`config.mk`:
```
export PLATFORM = sky130hd
export DESIGN_NAME = debounced_level_trigger
export DESIGN_NICKNAME = d
export VERILOG_FILES = /design/src/rtl/dlt_pkg.sv /design/src/rtl/debounced_level_trigger.sv /design/src/rtl/dlt_regs.sv /design/src/rtl/dlt_fsm.sv
export SDC_FILE = /design/constraint.sdc
export NUM_CORES = 1
export LEC_CHECK = 0
export BUFFER_PORTS_ARGS = -buffer_cell sky130_fd_sc_hd__buf_2
export CAP_MARGIN = 20
export CORE_ASPECT_RATIO = 0.9
export CORE_UTILIZATION = 54
export CTS_CLUSTER_SIZE = 8
export DETAILED_ROUTE_END_ITERATION = 8
export PLACE_DENSITY = 0.84
export SETUP_SLACK_MARGIN = 0.15
export SKIP_CTS_REPAIR_TIMING = 1
export SYNTH_ARGS = -nofsm -noshare
export SYNTH_HDL_FRONTEND = slang
export SYNTH_HIERARCHICAL = 1
export SYNTH_SLANG_ARGS = --single-unit
export TNS_END_PERCENT = 30
```
`constraint.sdc`:
```
create_clock -name clk_i -period 4.55 [get_ports clk_i]
set_input_delay 0.6825 -clock clk_i [delete_from_list [all_inputs] [get_ports clk_i]]
set_output_delay 0.6825 -clock clk_i [all_outputs]
set_load 0.005 [all_outputs]
```
`src/rtl/dlt_pkg.sv`:
```
// shared types and constants for the debounced level trigger
// no dependencies; imported by every rtl module of the block
`default_nettype none

package dlt_pkg;

  // register file layout
  localparam int unsigned AddrW  = 4;
  localparam int unsigned DataW  = 32;
  localparam int unsigned LevelW = 16;
  localparam int unsigned DtW    = 16;
  localparam int unsigned TimeW  = 24;

  // register indexes, word address = paddr[3:2]
  typedef enum logic [1:0] {
    REG_THRESHOLD = 2'd0,
    REG_PRESS_DLY = 2'd1,
    REG_REL_DLY   = 2'd2,
    REG_ENABLE    = 2'd3
  } reg_idx_e;

  // reset values of the registers, the threshold floor and the accumulator maximum
  localparam logic [LevelW-1:0] ThreshRst   = 16'd1311;
  localparam logic [TimeW-1:0]  PressDlyRst = 24'd50000;
  localparam logic [TimeW-1:0]  RelDlyRst   = 24'd100000;
  localparam logic [LevelW-1:0] ThreshFloor = 16'd7;
  localparam logic [TimeW-1:0]  TimeMax     = {TimeW{1'b1}};

  // button phase
  typedef enum logic [1:0] {
    PH_IDLE      = 2'd0,
    PH_PRESSED   = 2'd1,
    PH_HELD      = 2'd2,
    PH_RELEASING = 2'd3
  } phase_e;

  // configuration seen by the trigger logic
  typedef struct packed {
    logic [LevelW-1:0] threshold_level;
    logic [TimeW-1:0]  press_delay_us;
    logic [TimeW-1:0]  release_delay_us;
    logic              enable;
  } cfg_t;

  // one input item
  typedef struct packed {
    logic [DtW-1:0]    elapsed_us;
    logic [LevelW-1:0] level;
    logic              audio_ok;
    logic              dead;
  } item_t;

  // one result item
  typedef struct packed {
    logic   press_event;
    logic   release_event;
    logic   button_down;
    phase_e phase_out;
  } res_t;

endpackage

`default_nettype wire

```
`src/rtl/debounced_level_trigger.sv`:
```
// debounced level trigger: input register, trigger state update, result register
// an accepted item passes the input register, then the result register, where its result waits until taken
// throughput: one item per cycle while out_ready_i does not stall the output; the state update is combinational
// reset: phase idle, accumulators and button cleared, registers at reset values
// depends on dlt_pkg, dlt_regs, dlt_fsm
`default_nettype none

module debounced_level_trigger (
  input  wire logic                      clk_i,
  input  wire logic                      rst_ni,
  // apb configuration port
  input  wire logic                      psel,
  input  wire logic                      penable,
  input  wire logic                      pwrite,
  input  wire logic [dlt_pkg::AddrW-1:0]  paddr,
  input  wire logic [dlt_pkg::DataW-1:0]  pwdata,
  output logic      [dlt_pkg::DataW-1:0]  prdata,
  output logic                           pready,
  // input items
  input  wire logic                      in_valid_i,
  output logic                           in_ready_o,
  input  wire logic [dlt_pkg::DtW-1:0]    elapsed_us_i,
  input  wire logic [dlt_pkg::LevelW-1:0] level_i,
  input  wire logic                      audio_ok_i,
  input  wire logic                      dead_i,
  // result items
  output logic                           out_valid_o,
  input  wire logic                      out_ready_i,
  output logic                           press_event_o,
  output logic                           release_event_o,
  output logic                           button_down_o,
  output logic [1:0]                     phase_out_o
);
  import dlt_pkg::*;

  cfg_t  cfg;
  item_t item_q;
  res_t  res, res_q;
  logic  in_vld_q, out_vld_q;
  logic  adv;

  dlt_regs u_regs (
    .clk_i   (clk_i),
    .rst_ni  (rst_ni),
    .psel    (psel),
    .penable (penable),
    .pwrite  (pwrite),
    .paddr   (paddr),
    .pwdata  (pwdata),
    .prdata  (prdata),
    .pready  (pready),
    .cfg_o   (cfg)
  );

  // item moves from input register to result register
  assign adv        = in_vld_q && (!out_vld_q || out_ready_i);
  assign in_ready_o = !in_vld_q || adv;

  // input register
  always_ff @(posedge clk_i or negedge rst_ni) begin
    if (!rst_ni) begin
      in_vld_q <= 1'b0;
    end else if (in_ready_o) begin
      in_vld_q <= in_valid_i;
    end
  end

  always_ff @(posedge clk_i) begin
    if (in_valid_i && in_ready_o) begin
      item_q.elapsed_us <= elapsed_us_i;
      item_q.level      <= level_i;
      item_q.audio_ok   <= audio_ok_i;
      item_q.dead       <= dead_i;
    end
  end

  dlt_fsm u_fsm (
    .clk_i  (clk_i),
    .rst_ni (rst_ni),
    .step_i (adv),
    .cfg_i  (cfg),
    .item_i (item_q),
    .res_o  (res)
  );

  // result register
  always_ff @(posedge clk_i or negedge rst_ni) begin
    if (!rst_ni) begin
      out_vld_q <= 1'b0;
    end else if (adv) begin
      out_vld_q <= 1'b1;
    end else if (out_ready_i) begin
      out_vld_q <= 1'b0;
    end
  end

  always_ff @(posedge clk_i) begin
    if (adv) begin
      res_q <= res;
    end
  end

  assign out_valid_o     = out_vld_q;
  assign press_event_o   = res_q.press_event;
  assign release_event_o = res_q.release_event;
  assign button_down_o   = res_q.button_down;
  assign phase_out_o     = res_q.phase_out;

endmodule

`default_nettype wire

```
`src/rtl/dlt_regs.sv`:
```
// apb configuration registers of the debounced level trigger
// depends on dlt_pkg
`default_nettype none

module dlt_regs (
  input  wire logic                     clk_i,
  input  wire logic                     rst_ni,
  input  wire logic                     psel,
  input  wire logic                     penable,
  input  wire logic                     pwrite,
  input  wire logic [dlt_pkg::AddrW-1:0] paddr,
  input  wire logic [dlt_pkg::DataW-1:0] pwdata,
  output logic      [dlt_pkg::DataW-1:0] prdata,
  output logic                          pready,
  output dlt_pkg::cfg_t                 cfg_o
);
  import dlt_pkg::*;

  cfg_t     cfg_q;
  logic     wr_en;
  reg_idx_e idx;

  assign pready = 1'b1;
  assign wr_en  = psel && penable && pwrite;
  assign idx    = reg_idx_e'(paddr[3:2]);
  assign cfg_o  = cfg_q;

  // register writes
  always_ff @(posedge clk_i or negedge rst_ni) begin
    if (!rst_ni) begin
      cfg_q.threshold_level  <= ThreshRst;
      cfg_q.press_delay_us   <= PressDlyRst;
      cfg_q.release_delay_us <= RelDlyRst;
      cfg_q.enable           <= 1'b1;
    end else if (wr_en) begin
      case (idx)
        REG_THRESHOLD: cfg_q.threshold_level  <= pwdata[LevelW-1:0];
        REG_PRESS_DLY: cfg_q.press_delay_us   <= pwdata[TimeW-1:0];
        REG_REL_DLY:   cfg_q.release_delay_us <= pwdata[TimeW-1:0];
        REG_ENABLE:    cfg_q.enable           <= pwdata[0];
        default: ;
      endcase
    end
  end

  // read mux
  always_comb begin
    prdata = '0;
    case (idx)
      REG_THRESHOLD: prdata = {{(DataW-LevelW){1'b0}}, cfg_q.threshold_level};
      REG_PRESS_DLY: prdata = {{(DataW-TimeW){1'b0}}, cfg_q.press_delay_us};
      REG_REL_DLY:   prdata = {{(DataW-TimeW){1'b0}}, cfg_q.release_delay_us};
      REG_ENABLE:    prdata = {{(DataW-1){1'b0}}, cfg_q.enable};
      default:       prdata = '0;
    endcase
  end

endmodule

`default_nettype wire

```
`src/rtl/dlt_fsm.sv`:
```
// trigger state: accumulators, button phase and held flag, one update per item
// depends on dlt_pkg
`default_nettype none

module dlt_fsm (
  input  wire logic          clk_i,
  input  wire logic          rst_ni,
  input  wire logic          step_i,
  input  wire dlt_pkg::cfg_t  cfg_i,
  input  wire dlt_pkg::item_t item_i,
  output dlt_pkg::res_t      res_o
);
  import dlt_pkg::*;

  phase_e           phase_q, phase_d;
  logic [TimeW-1:0] above_q, above_d;
  logic [TimeW-1:0] below_q, below_d;
  logic             held_q, held_d;

  logic [LevelW-1:0] thr;
  logic              above;
  logic              disabled;
  logic [TimeW:0]    above_sum, below_sum;
  logic [TimeW-1:0]  above_sat, below_sat;
  phase_e            ph_eff;
  logic              press_ev, rel_ev;

  // state registers
  always_ff @(posedge clk_i or negedge rst_ni) begin
    if (!rst_ni) begin
      phase_q <= PH_IDLE;
      above_q <= '0;
      below_q <= '0;
      held_q  <= 1'b0;
    end else if (step_i) begin
      phase_q <= phase_d;
      above_q <= above_d;
      below_q <= below_d;
      held_q  <= held_d;
    end
  end

  // threshold compare and saturating accumulators
  assign thr       = (cfg_i.threshold_level < ThreshFloor) ? ThreshFloor
                                                          : cfg_i.threshold_level;
  assign above     = item_i.level > thr;
  assign disabled  = !cfg_i.enable || !item_i.audio_ok;
  assign above_sum = {1'b0, above_q} + {{(TimeW+1-DtW){1'b0}}, item_i.elapsed_us};
  assign below_sum = {1'b0, below_q} + {{(TimeW+1-DtW){1'b0}}, item_i.elapsed_us};
  assign above_sat = above_sum[TimeW] ? TimeMax : above_sum[TimeW-1:0];
  assign below_sat = below_sum[TimeW] ? TimeMax : below_sum[TimeW-1:0];
  assign ph_eff    = item_i.dead ? PH_RELEASING : phase_q;

  // next state and events
  always_comb begin
    phase_d  = phase_q;
    above_d  = above ? above_sat : '0;
    below_d  = above ? '0 : below_sat;
    held_d   = held_q;
    press_ev = 1'b0;
    rel_ev   = 1'b0;
    if (disabled) begin
      rel_ev  = held_q;
      held_d  = 1'b0;
      phase_d = PH_IDLE;
      above_d = '0;
      below_d = '0;
    end else begin
      case (ph_eff)
        PH_IDLE: begin
          if (above && (above_d >= cfg_i.press_delay_us)) begin
            press_ev = !held_q;
            held_d   = 1'b1;
            phase_d  = PH_PRESSED;
          end
        end
        PH_PRESSED: begin
          if (above) begin
            phase_d = PH_HELD;
          end else if (below_d >= cfg_i.release_delay_us) begin
            phase_d = PH_RELEASING;
          end
        end
        PH_HELD: begin
          if (!above && (below_d >= cfg_i.release_delay_us)) begin
            phase_d = PH_RELEASING;
          end
        end
        default: begin
          rel_ev  = held_q;
          held_d  = 1'b0;
          phase_d = PH_IDLE;
          above_d = '0;
          below_d = '0;
        end
      endcase
    end
  end

  assign res_o.press_event   = press_ev;
  assign res_o.release_event = rel_ev;
  assign res_o.button_down   = held_d;
  assign res_o.phase_out     = phase_d;

endmodule

`default_nettype wire
```
Word level (Yosys, flattened, before mapping)
Index checks and enable logic that the tools add are counted.
Widths: inputs -> output; s select.

cells by class
  add/sub/neg operators = 2
  magnitude comparators = 4
  equal/unequal tests = 5
  mux-type cells = 24
  bitwise operators = 2
  reductions and logical operators = 25

operators by type and width
  operator             number
  $mux 24              8
  $pmux 32 s4          1
  $add 24x16->25       2
  $ge 24x24->1         2
  $gt 16x16->1         1
  $lt 16x3->1 const B  1
  $mux 16              1
  $mux 2               6
  $reduce_and 2->1     4
  $eq 2x2->1 const B   3
  $logic_and 1x1->1    6
  $logic_not 1->1      6
  $mux 1               6
  $pmux 2 s3           1
  $reduce_or 3->1      2
  $eq 2x1->1 const B   2
  $logic_not 2->1      2
  $logic_or 1x1->1     3
  $not 1->1            2
  $pmux 1 s2           1
  $reduce_bool 2->1    1
  $reduce_or 2->1      1

storage, ports and cells
  register bits = 157
  output and inout port bits = 40
  logic and storage cells = 80

Longest topological paths before layout
  depth in word-level cells = 9
  gate-level depth with buffers = 24
  depth with buffers taken out = 22

Modules after synthesis
The synthesis kept the hierarchy.

modules (own cells, without submodules)
  module                   instances  cells an instance  area each (µm²)
  dlt_fsm                  1          812                6459.9
  dlt_regs                 1          216                3074.2
  debounced_level_trigger  1          47                 1275.0

Least setup slack after synthesis
Ideal clock, no wire load.

  path type = reg-to-reg
  start = register u_regs.cfg_q (netlist bit u_regs/cfg_o[55])
  end = register res_q (netlist bit phase_out_o[0]) (data pin)
  data arrival time = 4.108 ns
  data required time = 4.296 ns
  slack = 0.188 ns
  cell stages (with the launch flop) = 23
  path buffers = 1
  cells stage by stage = dfrtp_1 inv_1 nand4_1 nor4_1 nand4_1 a31oi_1 nor2_1 ha_1 o21ai_0 a21oi_1 o21ai_0 nor4b_4 nor2_1 clkbuf_1 nor2_1 ha_1 a211o_1 a31oi_1 o21ai_0 a41o_1 a2111oi_0 nor3_1 o21a_1

RTL lines
  item                    line                           source
  start: declaration      dlt_regs.sv:19                 cfg_t cfg_q;
  end signal: assignment  debounced_level_trigger.sv:99  res_q <= res;
  end: declaration        debounced_level_trigger.sv:38  res_t res, res_q;

==> results.yml <==
cells_and_area:
  n_antenna_cell: 0
  final_cells: 1479
  final_common_cell: "ha_1"
  nNetsFinal: 1395
  nFillCells: 1456
  drive_gt1_share_pct: 27.6
  syn2layout_area_growth_pct: 16.8
  fin_util_pct: 65.1
  final_cell_mix: "ha_1 (100), dfrtp_1 (98), buf_2 (96)"
placed_design:
  placedCellCount: 1444
  gp_congestion: 0.983
  post-dp-hpwl_mm: 21.0
  place_ws_ps: -402
  portBuffers: 97
timing:
  hold_viol: 0
  worst_pin_slew_ps: 1030
  rsz0062_at_grt: "true"
  min_period_over_period_pct: 105
  relSlewSlack_pct: 31.1
  finalSetupViolCount: 7
  slew_violations: 0
  max_freq_mhz: 210
  fin_crit_ps: 4770
  finClkSkew_ps: 17.3
  hold_ws_ps: 406
  tns_ps: -888
  timing.final.ws_setup_ps: -219
detailed_routing:
  vias_per_cell: 6.15
  drc: 0
  detail-route-antenna-nets: 0
  wire_per_inst_um: 19.9
  vias: 9097
  drtPass1Iterations: 5
  drt_wl_total_mm: 29.5
  drt_iter0_markers: 755
yosys:
  synth_edf_count: 39
  netlist.area_leader.share_pct: 22.7
  avgSynthCellArea_um2: 10.1
  synth.largest_area_cell: "dfrtp_1"
  ys.flop_type: "dfrtp_1"
  postSynth.asyncResetShare_pct: 75.2
  ys_ff_latch: 157
  synth_seq_area_share_pct: 38.4
  synthDistinctLibCells: 91
  syn_area_um2: 10800
  yosys_warnings: 6
  ys_top_cells_by_area: "dfrtp_1 (23%), ha_1 (12%), edfxtp_1 (11%), dfstp_2 (4.9%), mux2_2 (4.8%)"
  syn_inst: 1075
worst_setup_path:
  crit_type: "reg -> reg"
  crit_fanout: 6
  cpMostUsedCell: "nand4_1"
  critPathTopFamily: "simple AND/OR/NAND/NOR gates"
  r2r-start: "u_regs/cfg_o[55]$_DFFE_PN0P_"
  cp.arrival_ps: 4970
  required_ps: 4750
  crit_buf_inv: 2
  worstSetupStartpoint: "u_regs/cfg_o[55]$_DFFE_PN0P_"
  cp_slowest_stage_delay_ps: 530
  crit_chain: "inv_1, nand4_1, nor4_2, nand4_1, a31oi_1, nor2_1, ha_1, nand2b_1, a21oi_2, o21ai_2, or4b_4, nand2_8, buf_6, nor3_2, ha_1, nand4_1, nor4_2, nand2_1, o211ai_1, nand3_2, a221oi_4, nor2_1"
  critPathLaunchType: "flop"
  worst_setup_path_end_kind: "flop"
  crit_path_top_delay_cell: "or4b_4"
global_route:
  grt_pass1_wl_mm: 46.4
  overflow: 0
  grt_use_met3_pct: 6.91
  grt_pass1_vias: 8964
  use_met2_pct: 47.3
  antenna_found_initial: 0
  grt_use_met1_pct: 39.2
  busiest_layer: "met2"
  grt_use_total_pct: 29.7
  grt_max_degree: 79
clock_tree:
  cts_root_buf: "clkbuf_16"
  clk_pin_slew_ps: 80
  cts-htree-levels: 4
  clockBufferDepth: 2
  clk_latency_ps: 450
  clock-sinks: 157
  cts_buffers: 17
  cts_tree: "done"
hold_path:
  hold_path.class: "in -> async"
die:
  start_util_pct: 55.7
  num_rows: 48
  dieArea_um2: 20600
  ioPinCount: 117
  die_w_um: 151
  dieHeight_um: 136
  core_um2: 19400
power:
  leakagePower_nw: 5.91
  power_density_nw_per_um2: 399
  vdd_ir_drop_max_v: 0.000312
run_status:
  violations: "setup timing"
  status: "finished, violations left"
job:
  max-cap-violations: 0
## path summary, 6_finish.rpt
kind,endpoint,cells past startpoint,slack [ps]
worst max-delay path,phase_out_o[1]$_DFFE_PP_,22,-220
worst min-delay path,u_fsm/below_q[22]$_DFFE_PN0P_,1,410
worst max register to register,phase_out_o[1]$_DFFE_PP_,22,-220
worst min register to register,u_fsm/below_q[8]$_DFFE_PN0P_,1,490
max in group asynchronous,u_regs/cfg_o[39]$_DFFE_PN1P_,2,3160
min in group clk_i,item_q[4]$_DFFE_PP_,1,410
## power by group
group / switching (mW) / internal, mW
registers: 0.158 / 1.66
logic: 0.922 / 0.764
clock network: 0.720 / 0.805
total: 1.80 / 3.23
## layer usage
layer / share of wire [%] / wire [um] / vias up
met5: 0 / 0 / -
met4: 2.4 / 694 / 0
met3: 7.7 / 2260 / 49
met2: 47 / 13800 / 391
met1: 43 / 12800 / 4419
li1: - / - / 4238
## flip-flops by register name (all words and copies together), names as in the netlist
signal           flops
button_down_o        1
in_vld_q             1
item_q              34
out_valid_o          1
phase_out_o          2
press_event_o        1
release_event_o      1
u_fsm/above_q       24
u_fsm/below_q       24
u_fsm/held_q         1
u_fsm/phase_q        2
u_regs/cfg_o        65
## cells in the mapped netlist (all sizes together), types with 5 or more instances
library cell,instances
a221oi,6
ha,100
dfrtp,98
mux2,66
edfxtp,39
xor2,7
mux2i,17
nor4,11
nand2,57
or3,5
nand2b,12
nor2,79
a21oi,89
nand3,20
o21ai,58
a22o,9
a21o,14
xnor2,14
o21a,15
o2bb2ai,28
buf,39
inv,88
o221ai,6
and3,8
nor3,18
a31oi,15
nor2b,5
clkbuf,17
and2,8
o211ai,7
nand4,10
a211o,5
and4,6
dfstp,20
o31ai,7
## per-stage QoR
step                total power, mW  instance area, um2
finish                         5.03               12600
global route                   5.28               12600
CTS                            4.95               12500
detailed placement             3.41               11800
global placement               3.33               11800
floorplan                      2.79               10800
## cell type report
| class | count | area [um2] | share of cell area, % |
|---|---|---|---|
| Sequential cell | 157 | 4150 | 32.9 |
| Clock inverter | 15 | 220 | 1.74 |
| Tap cell | 250 | 313 | 2.48 |
| Inverter | 88 | 330 | 2.62 |
| Clock buffer | 17 | 425 | 3.37 |
| Multi-Input combinational cell | 781 | 6120 | 48.4 |
| Timing Repair Buffer | 171 | 1070 | 8.49 |
## cell families (layout without fill, tap and decap cells)
group | Yosys count | count (layout) | synth area share [%]
adder cells (fa/ha/maj) | 102 | 102 | 11.9
flip-flops | 157 | 157 | 38.4
other | 2 | 9 | 0.0695
AO/OA/AOI/OAI | 311 | 311 | 19.9
multiplexers | 84 | 84 | 9.35
AND/OR/NAND/NOR | 254 | 254 | 12.2
XOR/XNOR | 21 | 21 | 1.70
buffers and inverters | 144 | 291 | 6.38
Power figures use the tool's default switching activity.
